$ cat config.mk
export PLATFORM = sky130hd
export DESIGN_NAME = channel_sample_frame_packer_flat
export DESIGN_NICKNAME = d
export VERILOG_FILES = /design/src/csfp_pkg.sv /design/src/csfp_in_if.sv /design/src/csfp_out_if.sv /design/src/csfp_byte_serialiser.sv /design/src/csfp_frame_store.sv /design/src/channel_sample_frame_packer.sv /design/src/flat_wrapper.sv
export SDC_FILE = /design/constraint.sdc
export NUM_CORES = 1
export LEC_CHECK = 0
export BUFFER_PORTS_ARGS = -buffer_cell sky130_fd_sc_hd__buf_4
export CELL_PAD_IN_SITES_DETAIL_PLACEMENT = 1
export CELL_PAD_IN_SITES_GLOBAL_PLACEMENT = 1
export CORE_ASPECT_RATIO = 1.4
export CORE_MARGIN = 4
export CORE_UTILIZATION = 50
export DETAILED_ROUTE_END_ITERATION = 10
export PLACE_DENSITY = 0.83
export SLEW_MARGIN = 20
export SYNTH_ARGS = -nofsm -noshare
export SYNTH_HDL_FRONTEND = slang
export SYNTH_HIERARCHICAL = 1
export SYNTH_SLANG_ARGS = --single-unit
export TNS_END_PERCENT = 1
$ cat constraint.sdc
create_clock -name clk -period 18.1 [get_ports clk]
set_clock_uncertainty 0.2 [all_clocks]
set_input_delay 3.62 -clock clk [delete_from_list [all_inputs] [get_ports clk]]
set_output_delay 3.62 -clock clk [all_outputs]
set_load 0.05 [all_outputs]
$ cat src/csfp_pkg.sv
// ----------------------------------------------------------------------------
// csfp_pkg
// Shared types, codes and helpers for the channel sample frame packer.
// ----------------------------------------------------------------------------
package csfp_pkg;

    // fixed field geometry
    localparam int HEADER_BYTES   = 3;
    localparam int MAX_CHANNELS   = 8;
    localparam int VALUE_BITS     = 32;
    localparam int BYTE_BITS      = 8;
    localparam int CFG_INDEX_BITS = 3;
    localparam int CFG_DATA_BITS  = 8;

    // header byte positions within a frame
    localparam int HDR_REPORT_ID   = 0;
    localparam int HDR_CLIENT_CODE = 1;
    localparam int HDR_SET_COUNT   = 2;

    typedef logic [CFG_INDEX_BITS-1:0] cfg_index_t;

    // configuration register indexes
    localparam cfg_index_t REG_CHANNEL_MASK   = 3'd0;
    localparam cfg_index_t REG_WIDTH_MODE     = 3'd1;
    localparam cfg_index_t REG_STREAMING_MODE = 3'd2;
    localparam cfg_index_t REG_CLIENT_CODE    = 3'd3;
    localparam cfg_index_t REG_REPORT_ID      = 3'd4;

    // width mode after reset: two bytes per value
    localparam logic [1:0] WIDTH_MODE_RESET = 2'd1;

    // item opcodes
    localparam logic OP_APPEND = 1'b0;
    localparam logic OP_FLUSH  = 1'b1;

    typedef enum logic [1:0] {
        CS_IDLE,
        CS_PACK,
        CS_DECIDE
    } ctrl_state_t;

    typedef enum logic [1:0] {
        EM_IDLE,
        EM_READ,
        EM_SEND
    } emit_state_t;

    // one payload byte from the serialiser
    typedef struct packed {
        logic                 valid;
        logic [BYTE_BITS-1:0] data;
    } pack_byte_t;

    // controls from the sequencer to the frame store
    typedef struct packed {
        logic count_set;
        logic start_emit;
    } store_ctrl_t;

    // bytes per channel value; only bit 1 decides four bytes
    function automatic logic [2:0] value_bytes(input logic [1:0] mode);
        logic [2:0] n;
        if (mode[1])
            n = 3'd4;
        else if (mode[0])
            n = 3'd2;
        else
            n = 3'd1;
        return n;
    endfunction

endpackage

$ cat src/csfp_in_if.sv
// ----------------------------------------------------------------------------
// csfp_in_if
// Input channel: one opcode and eight channel values per item.
// ----------------------------------------------------------------------------
interface csfp_in_if;
    logic                              valid;
    logic                              ready;
    logic                              opcode;
    logic [csfp_pkg::VALUE_BITS-1:0]   chan_value_0;
    logic [csfp_pkg::VALUE_BITS-1:0]   chan_value_1;
    logic [csfp_pkg::VALUE_BITS-1:0]   chan_value_2;
    logic [csfp_pkg::VALUE_BITS-1:0]   chan_value_3;
    logic [csfp_pkg::VALUE_BITS-1:0]   chan_value_4;
    logic [csfp_pkg::VALUE_BITS-1:0]   chan_value_5;
    logic [csfp_pkg::VALUE_BITS-1:0]   chan_value_6;
    logic [csfp_pkg::VALUE_BITS-1:0]   chan_value_7;

    modport source (
        output valid, opcode,
        output chan_value_0, chan_value_1, chan_value_2, chan_value_3,
        output chan_value_4, chan_value_5, chan_value_6, chan_value_7,
        input  ready
    );

    modport sink (
        input  valid, opcode,
        input  chan_value_0, chan_value_1, chan_value_2, chan_value_3,
        input  chan_value_4, chan_value_5, chan_value_6, chan_value_7,
        output ready
    );
endinterface

$ cat src/csfp_out_if.sv
// ----------------------------------------------------------------------------
// csfp_out_if
// Output channel: one frame byte per item, with a last-byte mark.
// ----------------------------------------------------------------------------
interface csfp_out_if;
    logic                             valid;
    logic                             ready;
    logic [csfp_pkg::BYTE_BITS-1:0]   frame_byte;
    logic                             frame_last;

    modport source (
        output valid, frame_byte, frame_last,
        input  ready
    );

    modport sink (
        input  valid, frame_byte, frame_last,
        output ready
    );
endinterface

$ cat src/csfp_byte_serialiser.sv
// ----------------------------------------------------------------------------
// csfp_byte_serialiser
// Walks the captured channel values through a shift line and sends the
// enabled ones out big-endian, one byte per cycle.
// ----------------------------------------------------------------------------
module csfp_byte_serialiser #(
    parameter int CHANNELS = 8
) (
    input  logic                                         clk,
    input  logic                                         rst_n,
    input  logic                                         start,
    input  logic [CHANNELS-1:0][csfp_pkg::VALUE_BITS-1:0] values,
    input  logic [CHANNELS-1:0]                          mask,
    input  logic [1:0]                                   width_mode,
    output csfp_pkg::pack_byte_t                         byte_out,
    output logic                                         done
);

    localparam int CNT_W = $clog2(CHANNELS + 1);
    localparam int VB    = csfp_pkg::VALUE_BITS;
    localparam int BB    = csfp_pkg::BYTE_BITS;

    logic [VB-1:0]       chan_reg [CHANNELS];
    logic [VB-1:0]       chan_next [CHANNELS];
    logic [CHANNELS-1:0] mask_reg, mask_next;
    logic [VB-1:0]       shift_reg, shift_next;
    logic [2:0]          byte_cnt_reg, byte_cnt_next;
    logic [CNT_W-1:0]    ch_cnt_reg, ch_cnt_next;
    logic                busy_reg, busy_next;
    logic [VB-1:0]       aligned;

    // head channel value moved so that its first byte sits at the top
    always_comb
    begin
        if (width_mode[1])
            aligned = chan_reg[0];
        else if (width_mode[0])
            aligned = {chan_reg[0][15:0], 16'd0};
        else
            aligned = {chan_reg[0][7:0], 24'd0};
    end

    // channel walk and byte shifting
    always_comb
    begin
        chan_next     = chan_reg;
        mask_next     = mask_reg;
        shift_next    = shift_reg;
        byte_cnt_next = byte_cnt_reg;
        ch_cnt_next   = ch_cnt_reg;
        busy_next     = busy_reg;
        byte_out      = '0;
        done          = 1'b0;

        if (start)
        begin
            for (int i = 0; i < CHANNELS; i++)
                chan_next[i] = values[i];
            mask_next     = mask;
            ch_cnt_next   = CNT_W'(CHANNELS);
            byte_cnt_next = 3'd0;
            busy_next     = 1'b1;
        end
        else if (busy_reg)
        begin
            if (byte_cnt_reg != 3'd0)
            begin
                // remaining bytes of the current value
                byte_out.valid = 1'b1;
                byte_out.data  = shift_reg[VB-1 -: BB];
                shift_next     = shift_reg << BB;
                byte_cnt_next  = byte_cnt_reg - 3'd1;
            end
            else if (ch_cnt_reg == '0)
            begin
                done      = 1'b1;
                busy_next = 1'b0;
            end
            else
            begin
                // next channel: send its first byte now if enabled
                if (mask_reg[0])
                begin
                    byte_out.valid = 1'b1;
                    byte_out.data  = aligned[VB-1 -: BB];
                    shift_next     = aligned << BB;
                    byte_cnt_next  = csfp_pkg::value_bytes(width_mode) - 3'd1;
                end
                for (int i = 0; i < CHANNELS - 1; i++)
                    chan_next[i] = chan_reg[i + 1];
                mask_next   = mask_reg >> 1;
                ch_cnt_next = ch_cnt_reg - CNT_W'(1);
            end
        end
    end

    // data registers
    always_ff @(posedge clk)
    begin
        chan_reg  <= chan_next;
        shift_reg <= shift_next;
        mask_reg  <= mask_next;
    end

    // control registers
    always_ff @(posedge clk or negedge rst_n)
    begin
        if (!rst_n)
        begin
            byte_cnt_reg <= 3'd0;
            ch_cnt_reg   <= '0;
            busy_reg     <= 1'b0;
        end
        else
        begin
            byte_cnt_reg <= byte_cnt_next;
            ch_cnt_reg   <= ch_cnt_next;
            busy_reg     <= busy_next;
        end
    end

endmodule

$ cat src/csfp_frame_store.sv
// ----------------------------------------------------------------------------
// csfp_frame_store
// Payload memory with fill offset and set count, and the frame sender that
// streams header and payload bytes through an output register.
// ----------------------------------------------------------------------------
module csfp_frame_store #(
    parameter int FRAME_BYTES = 64
) (
    input  logic                                                    clk,
    input  logic                                                    rst_n,
    input  csfp_pkg::pack_byte_t                                    wr_byte,
    input  csfp_pkg::store_ctrl_t                                   ctrl,
    input  logic [csfp_pkg::BYTE_BITS-1:0]                          report_id,
    input  logic [csfp_pkg::BYTE_BITS-1:0]                          client_code,
    output logic [$clog2(FRAME_BYTES-csfp_pkg::HEADER_BYTES+1)-1:0] fill,
    output logic                                                    busy,
    csfp_out_if.source                                              frames
);

    localparam int HDR    = csfp_pkg::HEADER_BYTES;
    localparam int CAP    = FRAME_BYTES - HDR;
    localparam int ADDR_W = $clog2(CAP);
    localparam int FILL_W = $clog2(CAP + 1);
    localparam int K_W    = $clog2(FRAME_BYTES);
    localparam int T_W    = K_W + 1;
    localparam int BB     = csfp_pkg::BYTE_BITS;

    logic [BB-1:0]           mem [CAP];
    logic [FILL_W-1:0]       fill_reg, fill_next;
    logic [BB-1:0]           set_count_reg, set_count_next;
    logic [K_W-1:0]          k_reg, k_next;
    csfp_pkg::emit_state_t   em_state_reg, em_state_next;
    logic [BB-1:0]           rd_data_reg;
    logic                    out_valid_reg, out_valid_next;
    logic [BB-1:0]           out_byte_reg, out_byte_next;
    logic                    out_last_reg, out_last_next;
    logic                    wr_en;
    logic [ADDR_W-1:0]       rd_addr;
    logic                    last;
    logic [BB-1:0]           send_byte;

    // bytes past the payload capacity are dropped
    assign wr_en = wr_byte.valid && (fill_reg < FILL_W'(CAP));

    // payload read address for the current frame byte
    always_comb
    begin
        if (k_reg >= K_W'(HDR))
            rd_addr = ADDR_W'(k_reg - K_W'(HDR));
        else
            rd_addr = '0;
    end

    // payload memory, one write and one registered read port
    always_ff @(posedge clk)
    begin
        if (wr_en)
            mem[fill_reg[ADDR_W-1:0]] <= wr_byte.data;
        rd_data_reg <= mem[rd_addr];
    end

    assign last = (T_W'(k_reg) + T_W'(1)) == (T_W'(HDR) + T_W'(fill_reg));

    // header bytes first, then payload
    always_comb
    begin
        if (k_reg == K_W'(csfp_pkg::HDR_REPORT_ID))
            send_byte = report_id;
        else if (k_reg == K_W'(csfp_pkg::HDR_CLIENT_CODE))
            send_byte = client_code;
        else if (k_reg == K_W'(csfp_pkg::HDR_SET_COUNT))
            send_byte = set_count_reg;
        else
            send_byte = rd_data_reg;
    end

    // frame sender and counters
    always_comb
    begin
        fill_next      = fill_reg;
        set_count_next = set_count_reg;
        k_next         = k_reg;
        em_state_next  = em_state_reg;
        out_valid_next = out_valid_reg;
        out_byte_next  = out_byte_reg;
        out_last_next  = out_last_reg;

        if (wr_en)
            fill_next = fill_reg + FILL_W'(1);
        if (ctrl.count_set)
            set_count_next = set_count_reg + BB'(1);
        if (out_valid_reg && frames.ready)
            out_valid_next = 1'b0;

        case (em_state_reg)
            csfp_pkg::EM_IDLE:
            begin
                if (ctrl.start_emit)
                begin
                    k_next        = '0;
                    em_state_next = csfp_pkg::EM_READ;
                end
            end
            csfp_pkg::EM_READ:
            begin
                em_state_next = csfp_pkg::EM_SEND;
            end
            csfp_pkg::EM_SEND:
            begin
                if (!out_valid_reg || frames.ready)
                begin
                    out_valid_next = 1'b1;
                    out_byte_next  = send_byte;
                    out_last_next  = last;
                    if (last)
                    begin
                        fill_next      = '0;
                        set_count_next = '0;
                        em_state_next  = csfp_pkg::EM_IDLE;
                    end
                    else
                    begin
                        k_next        = k_reg + K_W'(1);
                        em_state_next = csfp_pkg::EM_READ;
                    end
                end
            end
            default:
            begin
                em_state_next = csfp_pkg::EM_IDLE;
            end
        endcase
    end

    // output payload register
    always_ff @(posedge clk)
    begin
        out_byte_reg <= out_byte_next;
        out_last_reg <= out_last_next;
        k_reg        <= k_next;
    end

    // control state
    always_ff @(posedge clk or negedge rst_n)
    begin
        if (!rst_n)
        begin
            fill_reg      <= '0;
            set_count_reg <= '0;
            em_state_reg  <= csfp_pkg::EM_IDLE;
            out_valid_reg <= 1'b0;
        end
        else
        begin
            fill_reg      <= fill_next;
            set_count_reg <= set_count_next;
            em_state_reg  <= em_state_next;
            out_valid_reg <= out_valid_next;
        end
    end

    assign frames.valid      = out_valid_reg;
    assign frames.frame_byte = out_byte_reg;
    assign frames.frame_last = out_last_reg;
    assign fill              = fill_reg;
    assign busy              = (em_state_reg != csfp_pkg::EM_IDLE);

endmodule

$ cat src/channel_sample_frame_packer.sv
// ----------------------------------------------------------------------------
// channel_sample_frame_packer
// Packs masked channel values into byte frames with a three-byte header.
// ----------------------------------------------------------------------------
// Usage: samples carries one item per sample set (opcode append) or a flush
// request (opcode flush). frames carries one item per frame byte: report id,
// application code, set count, then the payload bytes, frame_last on the
// final byte. The cfg_* port writes one register per cycle; the user must write
// it only while idle, which the block itself does not enforce. Sequence: an
// append walks the channels through a shift line, one channel at a time; an
// enabled channel sends as many bytes as its byte width, and the set ends in
// a decision state. The frame sender reads the payload memory through its
// single registered read port and alternates a read state and a send state
// for each byte. A flush of an empty frame sends no frame.
// samples.ready is low while a set is packed or a frame is sent.
// Reset clears the registers to their defaults and empties the frame; the
// payload memory keeps its contents. A stalled receiver holds the byte in
// the output register and the sender waits; the next item is taken as soon
// as the sender has handed over the last byte.
// ----------------------------------------------------------------------------
module channel_sample_frame_packer #(
    parameter int FRAME_BYTES = 64,
    parameter int CHANNELS    = 8
) (
    input  logic                                  clk,
    input  logic                                  rst_n,
    csfp_in_if.sink                               samples,
    csfp_out_if.source                            frames,
    input  logic                                  cfg_wr_en,
    input  logic [csfp_pkg::CFG_INDEX_BITS-1:0]   cfg_index,
    input  logic [csfp_pkg::CFG_DATA_BITS-1:0]    cfg_data
);

    localparam int CAP    = FRAME_BYTES - csfp_pkg::HEADER_BYTES;
    localparam int FILL_W = $clog2(CAP + 1);
    localparam int EN_W   = $clog2(CHANNELS + 1);
    localparam int NEED_W = $clog2(4 * CHANNELS + 1);
    localparam int SUM_W  = ((FILL_W > NEED_W) ? FILL_W : NEED_W) + 1;
    localparam int VB     = csfp_pkg::VALUE_BITS;
    localparam int BB     = csfp_pkg::BYTE_BITS;

    logic [BB-1:0]               mask_reg, mask_next;
    logic [1:0]                  width_reg, width_next;
    logic                        stream_reg, stream_next;
    logic [BB-1:0]               client_code_reg, client_code_next;
    logic [BB-1:0]               report_id_reg, report_id_next;
    csfp_pkg::ctrl_state_t       state_reg, state_next;

    logic [csfp_pkg::MAX_CHANNELS-1:0][VB-1:0] all_values;
    logic                        accept;
    logic                        ser_start;
    logic                        ser_done;
    csfp_pkg::pack_byte_t        ser_byte;
    csfp_pkg::store_ctrl_t       ctrl;
    logic [FILL_W-1:0]           fill;
    logic                        store_busy;
    logic [EN_W-1:0]             en_count;
    logic [NEED_W-1:0]           need;
    logic                        full;

    // configuration registers
    always_comb
    begin
        mask_next        = mask_reg;
        width_next       = width_reg;
        stream_next      = stream_reg;
        client_code_next = client_code_reg;
        report_id_next   = report_id_reg;
        if (cfg_wr_en)
        begin
            case (cfg_index)
                csfp_pkg::REG_CHANNEL_MASK:   mask_next        = cfg_data;
                csfp_pkg::REG_WIDTH_MODE:     width_next       = cfg_data[1:0];
                csfp_pkg::REG_STREAMING_MODE: stream_next      = cfg_data[0];
                csfp_pkg::REG_CLIENT_CODE:    client_code_next = cfg_data;
                csfp_pkg::REG_REPORT_ID:      report_id_next   = cfg_data;
                default:                      mask_next        = mask_reg;
            endcase
        end
    end

    // channel values in index order
    assign all_values[0] = samples.chan_value_0;
    assign all_values[1] = samples.chan_value_1;
    assign all_values[2] = samples.chan_value_2;
    assign all_values[3] = samples.chan_value_3;
    assign all_values[4] = samples.chan_value_4;
    assign all_values[5] = samples.chan_value_5;
    assign all_values[6] = samples.chan_value_6;
    assign all_values[7] = samples.chan_value_7;

    assign samples.ready = (state_reg == csfp_pkg::CS_IDLE) && !store_busy;
    assign accept        = samples.valid && samples.ready;

    // room check for one more set of the current size
    always_comb
    begin
        en_count = '0;
        for (int i = 0; i < CHANNELS; i++)
            en_count = en_count + EN_W'(mask_reg[i]);
    end

    assign need = NEED_W'(en_count) * NEED_W'(csfp_pkg::value_bytes(width_reg));
    assign full = (SUM_W'(fill) + SUM_W'(need)) > SUM_W'(CAP);

    // item sequencing
    always_comb
    begin
        state_next = state_reg;
        ctrl       = '0;
        ser_start  = 1'b0;
        case (state_reg)
            csfp_pkg::CS_IDLE:
            begin
                if (accept)
                begin
                    case (samples.opcode)
                        csfp_pkg::OP_FLUSH:
                        begin
                            ctrl.start_emit = (fill != '0);
                        end
                        csfp_pkg::OP_APPEND:
                        begin
                            ser_start      = 1'b1;
                            ctrl.count_set = 1'b1;
                            state_next     = csfp_pkg::CS_PACK;
                        end
                        default:
                        begin
                            state_next = csfp_pkg::CS_IDLE;
                        end
                    endcase
                end
            end
            csfp_pkg::CS_PACK:
            begin
                if (ser_done)
                    state_next = csfp_pkg::CS_DECIDE;
            end
            csfp_pkg::CS_DECIDE:
            begin
                ctrl.start_emit = !stream_reg || full;
                state_next      = csfp_pkg::CS_IDLE;
            end
            default:
            begin
                state_next = csfp_pkg::CS_IDLE;
            end
        endcase
    end

    always_ff @(posedge clk or negedge rst_n)
    begin
        if (!rst_n)
        begin
            mask_reg        <= '0;
            width_reg       <= csfp_pkg::WIDTH_MODE_RESET;
            stream_reg      <= 1'b0;
            client_code_reg <= '0;
            report_id_reg   <= '0;
            state_reg       <= csfp_pkg::CS_IDLE;
        end
        else
        begin
            mask_reg        <= mask_next;
            width_reg       <= width_next;
            stream_reg      <= stream_next;
            client_code_reg <= client_code_next;
            report_id_reg   <= report_id_next;
            state_reg       <= state_next;
        end
    end

    // byte serialiser
    csfp_byte_serialiser #(
        .CHANNELS (CHANNELS)
    ) u_serialiser (
        .clk        (clk),
        .rst_n      (rst_n),
        .start      (ser_start),
        .values     (all_values[CHANNELS-1:0]),
        .mask       (mask_reg[CHANNELS-1:0]),
        .width_mode (width_reg),
        .byte_out   (ser_byte),
        .done       (ser_done)
    );

    // payload memory and frame sender
    csfp_frame_store #(
        .FRAME_BYTES (FRAME_BYTES)
    ) u_store (
        .clk         (clk),
        .rst_n       (rst_n),
        .wr_byte     (ser_byte),
        .ctrl        (ctrl),
        .report_id   (report_id_reg),
        .client_code (client_code_reg),
        .fill        (fill),
        .busy        (store_busy),
        .frames      (frames)
    );

endmodule

$ cat src/flat_wrapper.sv
// flat-port wrapper written by rule: the top's interface ports become plain ports
module channel_sample_frame_packer_flat 
#(
    parameter int FRAME_BYTES = 64,
    parameter int CHANNELS    = 8
)
  (clk, rst_n, cfg_wr_en, cfg_index, cfg_data, samples_valid, samples_opcode, samples_chan_value_0, samples_chan_value_1, samples_chan_value_2, samples_chan_value_3, samples_chan_value_4, samples_chan_value_5, samples_chan_value_6, samples_chan_value_7, samples_ready, frames_valid, frames_frame_byte, frames_frame_last, frames_ready);
  csfp_in_if samples_i ();
  csfp_out_if frames_i ();
  input  logic clk;
  input  logic rst_n;
  input  logic cfg_wr_en;
  input  logic [csfp_pkg::CFG_INDEX_BITS-1:0] cfg_index;
  input  logic [csfp_pkg::CFG_DATA_BITS-1:0] cfg_data;
  input wire logic [$bits(samples_i.valid)-1:0] samples_valid;
  input wire logic [$bits(samples_i.opcode)-1:0] samples_opcode;
  input wire logic [$bits(samples_i.chan_value_0)-1:0] samples_chan_value_0;
  input wire logic [$bits(samples_i.chan_value_1)-1:0] samples_chan_value_1;
  input wire logic [$bits(samples_i.chan_value_2)-1:0] samples_chan_value_2;
  input wire logic [$bits(samples_i.chan_value_3)-1:0] samples_chan_value_3;
  input wire logic [$bits(samples_i.chan_value_4)-1:0] samples_chan_value_4;
  input wire logic [$bits(samples_i.chan_value_5)-1:0] samples_chan_value_5;
  input wire logic [$bits(samples_i.chan_value_6)-1:0] samples_chan_value_6;
  input wire logic [$bits(samples_i.chan_value_7)-1:0] samples_chan_value_7;
  output wire logic [$bits(samples_i.ready)-1:0] samples_ready;
  output wire logic [$bits(frames_i.valid)-1:0] frames_valid;
  output wire logic [$bits(frames_i.frame_byte)-1:0] frames_frame_byte;
  output wire logic [$bits(frames_i.frame_last)-1:0] frames_frame_last;
  input wire logic [$bits(frames_i.ready)-1:0] frames_ready;
  assign samples_i.valid = samples_valid;
  assign samples_i.opcode = samples_opcode;
  assign samples_i.chan_value_0 = samples_chan_value_0;
  assign samples_i.chan_value_1 = samples_chan_value_1;
  assign samples_i.chan_value_2 = samples_chan_value_2;
  assign samples_i.chan_value_3 = samples_chan_value_3;
  assign samples_i.chan_value_4 = samples_chan_value_4;
  assign samples_i.chan_value_5 = samples_chan_value_5;
  assign samples_i.chan_value_6 = samples_chan_value_6;
  assign samples_i.chan_value_7 = samples_chan_value_7;
  assign samples_ready = samples_i.ready;
  assign frames_valid = frames_i.valid;
  assign frames_frame_byte = frames_i.frame_byte;
  assign frames_frame_last = frames_i.frame_last;
  assign frames_i.ready = frames_ready;
  channel_sample_frame_packer #(.FRAME_BYTES(FRAME_BYTES), .CHANNELS(CHANNELS)) u_core (.clk(clk), .rst_n(rst_n), .samples(samples_i), .frames(frames_i), .cfg_wr_en(cfg_wr_en), .cfg_index(cfg_index), .cfg_data(cfg_data));
endmodule
# Yosys cells after proc, flatten, opt, wreduce, memory -nomap -nowiden
# Memory sizes are Yosys's and may differ from the RTL's. A register that Yosys moved wholly into a read port is not among the register bits.
# Index checks and enable logic that the tools add are counted.
[word_totals]
n_memories = 1
ram_bits = 488
rom_bits = 0
wordCells = 182
output_inout_bits = 11
latchBits = 0
in_bits = 273
register_bits = 365
[mem_list]
columns = ["memory", "words", "width", "read_ports", "rd_ports_with_merged_regs", "write_ports", "line_no", "text"]
rows = [
  ["u_core.u_store.mem", 61, 8, 1, 1, 1, "csfp_frame_store.sv:28", "logic [BB-1:0] mem [CAP];"],
]
[op_classes]
addsub = 17
n_bitwise = 1
n_mul = 1
eq_ne = 21
n_reduce_logical = 33
div_mod_pow = 0
n_mux = 78
magnitude_cmp = 3
shifts = 0
[ops]
columns = ["op", "count"]
rows = [
  ["224-bit two-way mux", 4],
  ["32-bit two-way mux", 5],
  ["8-bit two-way mux", 11],
  ["6-bit two-way mux", 8],
  ["9-bit two-way mux", 5],
  ["3-bit two-way mux", 11],
  ["4-bit by 1-bit adder with 4-bit output", 6],
  ["1-bit two-way mux", 19],
  ["4-bit two-way mux", 4],
  ["2-bit two-way mux", 7],
  ["2-bit AND reduction", 7],
  ["6-bit by 1-bit adder with 6-bit output (second input constant)", 2],
  ["6-bit one-hot mux with 2 select lines", 1],
  ["2-bit by 1-bit != test with 1-bit output (second input constant)", 5],
  ["3-bit AND reduction", 3],
  ["8-bit by 1-bit adder with 8-bit output (second input constant)", 1],
  ["2-bit != test (second input constant)", 4],
  ["4-bit AND reduction", 2],
  ["2-bit nonzero test", 4],
  ["2-bit by 6-bit adder with 7-bit output (first input constant)", 1],
  ["6-bit by 1-bit adder with 7-bit output (second input constant)", 1],
  ["6-bit by 6-bit adder with 7-bit output", 1],
  ["7-bit equality test", 1],
  ["7-bit by 6-bit greater-than comparator with 1-bit output (second input constant)", 1],
  ["other kinds (28)", 40],
]

# Longest topological paths before layout
[depth]
word_depth = 14
ltp_mapped = 23

# Cells and area by module
# Netlist, hierarchy kept.
[by_module_without_submodules]
columns = ["module", "instances", "cells_per_inst", "seq_area_each_um2", "area_per_inst_um2"]
rows = [
  ["csfp_frame_store", 1, 1581, 15690.0, 21971.1],
  ["csfp_byte_serialiser", 1, 710, 8848.5, 12504.5],
  ["channel_sample_frame_packer", 1, 166, 726.9, 1794.2],
]

# Worst setup path before layout
# Ideal clock, no wire load.
[synth_path]
path_type = "register to register"
start = "reg u_core.u_serialiser.byte_cnt_reg[1]"
end = "reg u_core/u_serialiser/chan_reg[100] (netlist bit), enable pin"
n_path_buf = 2
slack_ps = 5253
stages_incl_launch_ff = 5
setup_time_ps = 873
arrival_ps = 11775
synth_period_minus_slack_ps = 12847
path_cell_list = "dfrtp_1 -> buf_6 -> or4b_1 -> buf_2 -> o21bai_1"
[synth_between]
elab_chain_cells = 3
[synth_rtl]
columns = ["item", "line_no", "text"]
rows = [
  ["start, declared", "csfp_byte_serialiser.sv:27", "logic [2:0] byte_cnt_reg, byte_cnt_next;"],
  ["start signal, assigned", "csfp_byte_serialiser.sv:116", "byte_cnt_reg <= byte_cnt_next;"],
  ["3-bit nonzero test", "csfp_byte_serialiser.sv:66", "if (byte_cnt_reg != 3'd0)"],
  ["2-bit by 1-bit != test with 1-bit output (no source line)", "-", ""],
  ["3-bit AND reduction (no source line)", "-", ""],
  ["end signal, assigned", "csfp_byte_serialiser.sv:100", "chan_reg <= chan_next;"],
  ["end, declared", "csfp_byte_serialiser.sv:23", "logic [VB-1:0] chan_reg [CHANNELS];"],
]
# No other way between the ends.
# A chain may end at the register's enable or synchronous reset.

==> flow_summary.json <==
{
  "syn_avg_cell_area_sq_um": 14.8,
  "syn2layout_area_growth_pct": 15.8,
  "start_util": 0.506,
  "track_usage": 0.280,
  "synth_top_family_by_area": "multiplexers",
  "dp.final_hpwl_um": 72300,
  "rows": 116,
  "syn_nets": 2762,
  "synth_compound_area_frac": 0.0764,
  "reg2regPathDepth": 20,
  "yosysSeqAreaShare": 0.697,
  "fin_nets": 3019,
  "largest_reg_flops": 488,
  "fin_area_sq_um": 42000,
  "cts_buffers": 82,
  "synth_area_leader_cell": "edfxtp_1",
  "cp.required_ns": 18.14,
  "cts.sinks": 853,
  "syn_area_sq_um": 36300,
  "synthMuxAreaShare": 0.103,
  "fillCellCount": 6737,
  "finalHoldViolCount": 0,
  "grt_pass1_wl_um": 163000,
  "cts_tree": "done",
  "maxSlewViolCount": 0,
  "finalCritPeriodShare": 0.394,
  "wl_per_cell_um": 29.6,
  "synth_warnings": 6,
  "vdd_ir_drop_max_uv": 79.6,
  "placed_area_sq_um": 39300,
  "clockPowerShare": 0.420,
  "cts.htree.levels": 3,
  "critPathSlowestCell": "nor3_1",
  "finalSetupViolations": 0,
  "portBuffers": 283,
  "seqPwrFrac": 0.528,
  "async_flop_share": 0.0633,
  "io_pins": 284,
  "max-slew-margin-rel": 0.299,
  "gp_congestion": 0.900,
  "crit_path_max_fanout": 8,
  "drt_iter0_markers": 2463,
  "ys_ff_latch": 853,
  "worstHoldPathCells": 1,
  "ys.flop_type": "edfxtp_1",
  "setup_ws_ns": 10.97,
  "grt_max_degree": 209,
  "antenna_found_initial": 12,
  "cts.repair.resized": 0,
  "critPathMaxStageDelay_ns": 0.84,
  "min_to": "u_core/client_code_reg[2]",
  "clk_pin_slew_ns": 0.06,
  "min_period_ns": 7.13,
  "vias": 23100,
  "p_int_w": 0.00321,
  "timing.rr.end": "u_core/u_store/k_reg[4]",
  "cts.root.buffer_cell": "clkbuf_16",
  "cts_post_setup_buffers_inserted": 0,
  "p_leak_nw": 14.2,
  "clk_latency_ns": 0.63,
  "synthTopCellsByArea": "edfxtp_1 65%, mux2_2 7.9%, dfrtp_1 3.7%",
  "rrSetupSlack_ns": 11.33,
  "hold_class": "reg2reg",
  "use_met2": 0.494,
  "crit_path_start_kind": "input port",
  "core-area_sq_um": 71700,
  "p_per_area_nw_per_um2": 96.9,
  "end_kind": "flop",
  "synthXorXnorAreaFrac": 0.00911,
  "synth_fa_ha_area_frac": 0.0127,
  "rsz0062_at_grt": "false",
  "synth.distinct_cells": 88,
  "status": "finished clean",
  "tightestPinTransition_ns": 1.04,
  "power.switching_w": 0.000858,
  "setup_tns_ns": 0,
  "critical_path_class": "in2reg",
  "fmax_mhz": 140,
  "cp.arrival_ns": 7.17,
  "hold_start": "u_core/client_code_reg[2]",
  "busiest_layer": "met2",
  "die_area_sq_um": 77000,
  "drive_above_1_share": 0.268,
  "die_h_um": 327,
  "remaining_drc_errors": 0,
  "die_x_um": 236,
  "firstDrtPassIters": 5,
  "yosysTopAreaCellShare": 0.655,
  "grt_pass1_vias": 25100,
  "grt_util_met1": 0.316,
  "gr-total-overflow": 0,
  "cp_common_cell": "nand2b_1",
  "clockBufferDepth": 3,
  "antenna_left": 0,
  "syn_inst": 2457,
  "dp_slack_ns": 10.40,
  "wl_um": 111000,
  "synth_simple_gate_area_frac": 0.0799,
  "max-cap-violations": 0,
  "switching_share": 0.211,
  "r2r_start": "u_core/mask_reg[1]",
  "synth_edf_count": 791,
  "postCtsHoldBufs": 0,
  "via_per_inst": 6.20,
  "met3_usage": 0.0621,
  "power_frac_comb": 0.052,
  "path_cells": "buf_4 -> nand2_1 -> nor2_4 -> nand2b_1 -> nor2_1 -> inv_1 -> a31oi_1 -> and4_1 -> nand2b_1 -> nor3_1"
}
-- synth_stat cells, types with 16 or more instances --
| master | n |
|---|---|
| nand2_1 | 196 |
| clkbuf_1 | 84 |
| xor2_1 | 19 |
| ha_1 | 24 |
| buf_2 | 46 |
| o22ai_1 | 24 |
| a31oi_1 | 16 |
| and2_1 | 20 |
| and3_1 | 20 |
| o21ai_0 | 65 |
| mux2i_1 | 73 |
| nor3_1 | 32 |
| a21oi_1 | 97 |
| a211oi_1 | 24 |
| o211ai_1 | 19 |
| dfrtp_1 | 53 |
| a221oi_1 | 28 |
| nand3_1 | 52 |
| mux2_2 | 253 |
| inv_1 | 36 |
| nor2_1 | 185 |
| edfxtp_1 | 791 |
| a22oi_1 | 27 |
| nor2b_1 | 29 |
-- layer usage --
layer,share of wire,wire (um),vias up
met5,0.00012,13,-
met2,0.52,57500,1163
met1,0.34,38100,11700
met3,0.076,8410,314
met4,0.059,6540,2
li1,-,-,9934
-- critical path, delay by kind of cell --
kind	cells	cell delay (ns)
simple gates	7	2.53
buf+inv	2	0.24
compound gates	1	0.76
-- how the worst max path moves through the flow --
stage | start | end | slack, ns | depth (start not counted)
2_1_floorplan | u_core/u_serialiser/byte_cnt_reg[1] | u_core/u_serialiser/chan_reg[100] | 5.25 | 4
3_3_place_gp | samples_valid | u_core/u_store/mem[39][1] | 10.68 | 10
3_5_place_dp | samples_valid | u_core/u_store/mem[39][3] | 10.40 | 10
4_1_cts | samples_valid | u_core/u_store/mem[39][0] | 11.09 | 10
5_1_grt | samples_valid | u_core/u_store/mem[7][4] | 10.88 | 10
6_report | samples_valid | u_core/u_store/mem[7][4] | 10.97 | 10
-- metrics by stage --
step                      power, W  std cells  hold slack, ns  utilization
after floorplan            0.00230       2457           0.278            -
after global placement     0.00238       3573           0.288        0.548
after detailed placement   0.00240       3573           0.299        0.548
after CTS                  0.00410       3721           0.312        0.585
after global routing       0.00420       3733           0.331        0.586
final                      0.00407       3735           0.314        0.586
-- cell usage in the layout, fill, tap and decap left out, types with 53 or more instances in the layout --
cell	netlist	layout
edfxtp_1	791	791
buf_4	7	319
mux2_2	253	253
nand2_1	196	195
nor2_1	185	182
a21oi_1	97	96
clkbuf_16	0	83
mux2i_1	73	73
o21ai_0	65	65
dfrtp_1	53	53
-- cell families (layout without fill, tap and decap cells) --
logic type | count (synthesis) | in the layout
other | 0 | 13
buffers and inverters | 186 | 507
AO/OA/AOI/OAI | 407 | 407
AND/OR/NAND/NOR | 610 | 610
XOR/XNOR | 36 | 36
multiplexers | 333 | 333
adder cells (fa/ha/maj) | 32 | 32
flip-flops | 853 | 853
-- area by class of cell --
class | instances | area, sq um | share of cell area
antenna | 13 | 32.5 | 0.000774
clock buffer | 111 | 2200 | 0.0524
clock inverter | 37 | 408 | 0.00971
inverter | 36 | 135 | 0.00322
multi-input combinational | 1418 | 10300 | 0.245
sequential | 853 | 25300 | 0.601
tap | 944 | 1180 | 0.0281
timing repair buffer | 323 | 2480 | 0.0591
-- power groups by stage --
stage	registers, W	logic [W]	clock network (W)
5_1_grt	0.00215	0.000235	0.00182
4_1_cts	0.00215	0.000214	0.00173
3_5_place_dp	0.00219	0.000211	0
3_3_place_gp	0.00219	0.000194	0
6_report	0.00215	0.000212	0.00171
2_1_floorplan	0.00218	0.000118	0
Note: power is estimated with default switching activity, not from simulation.
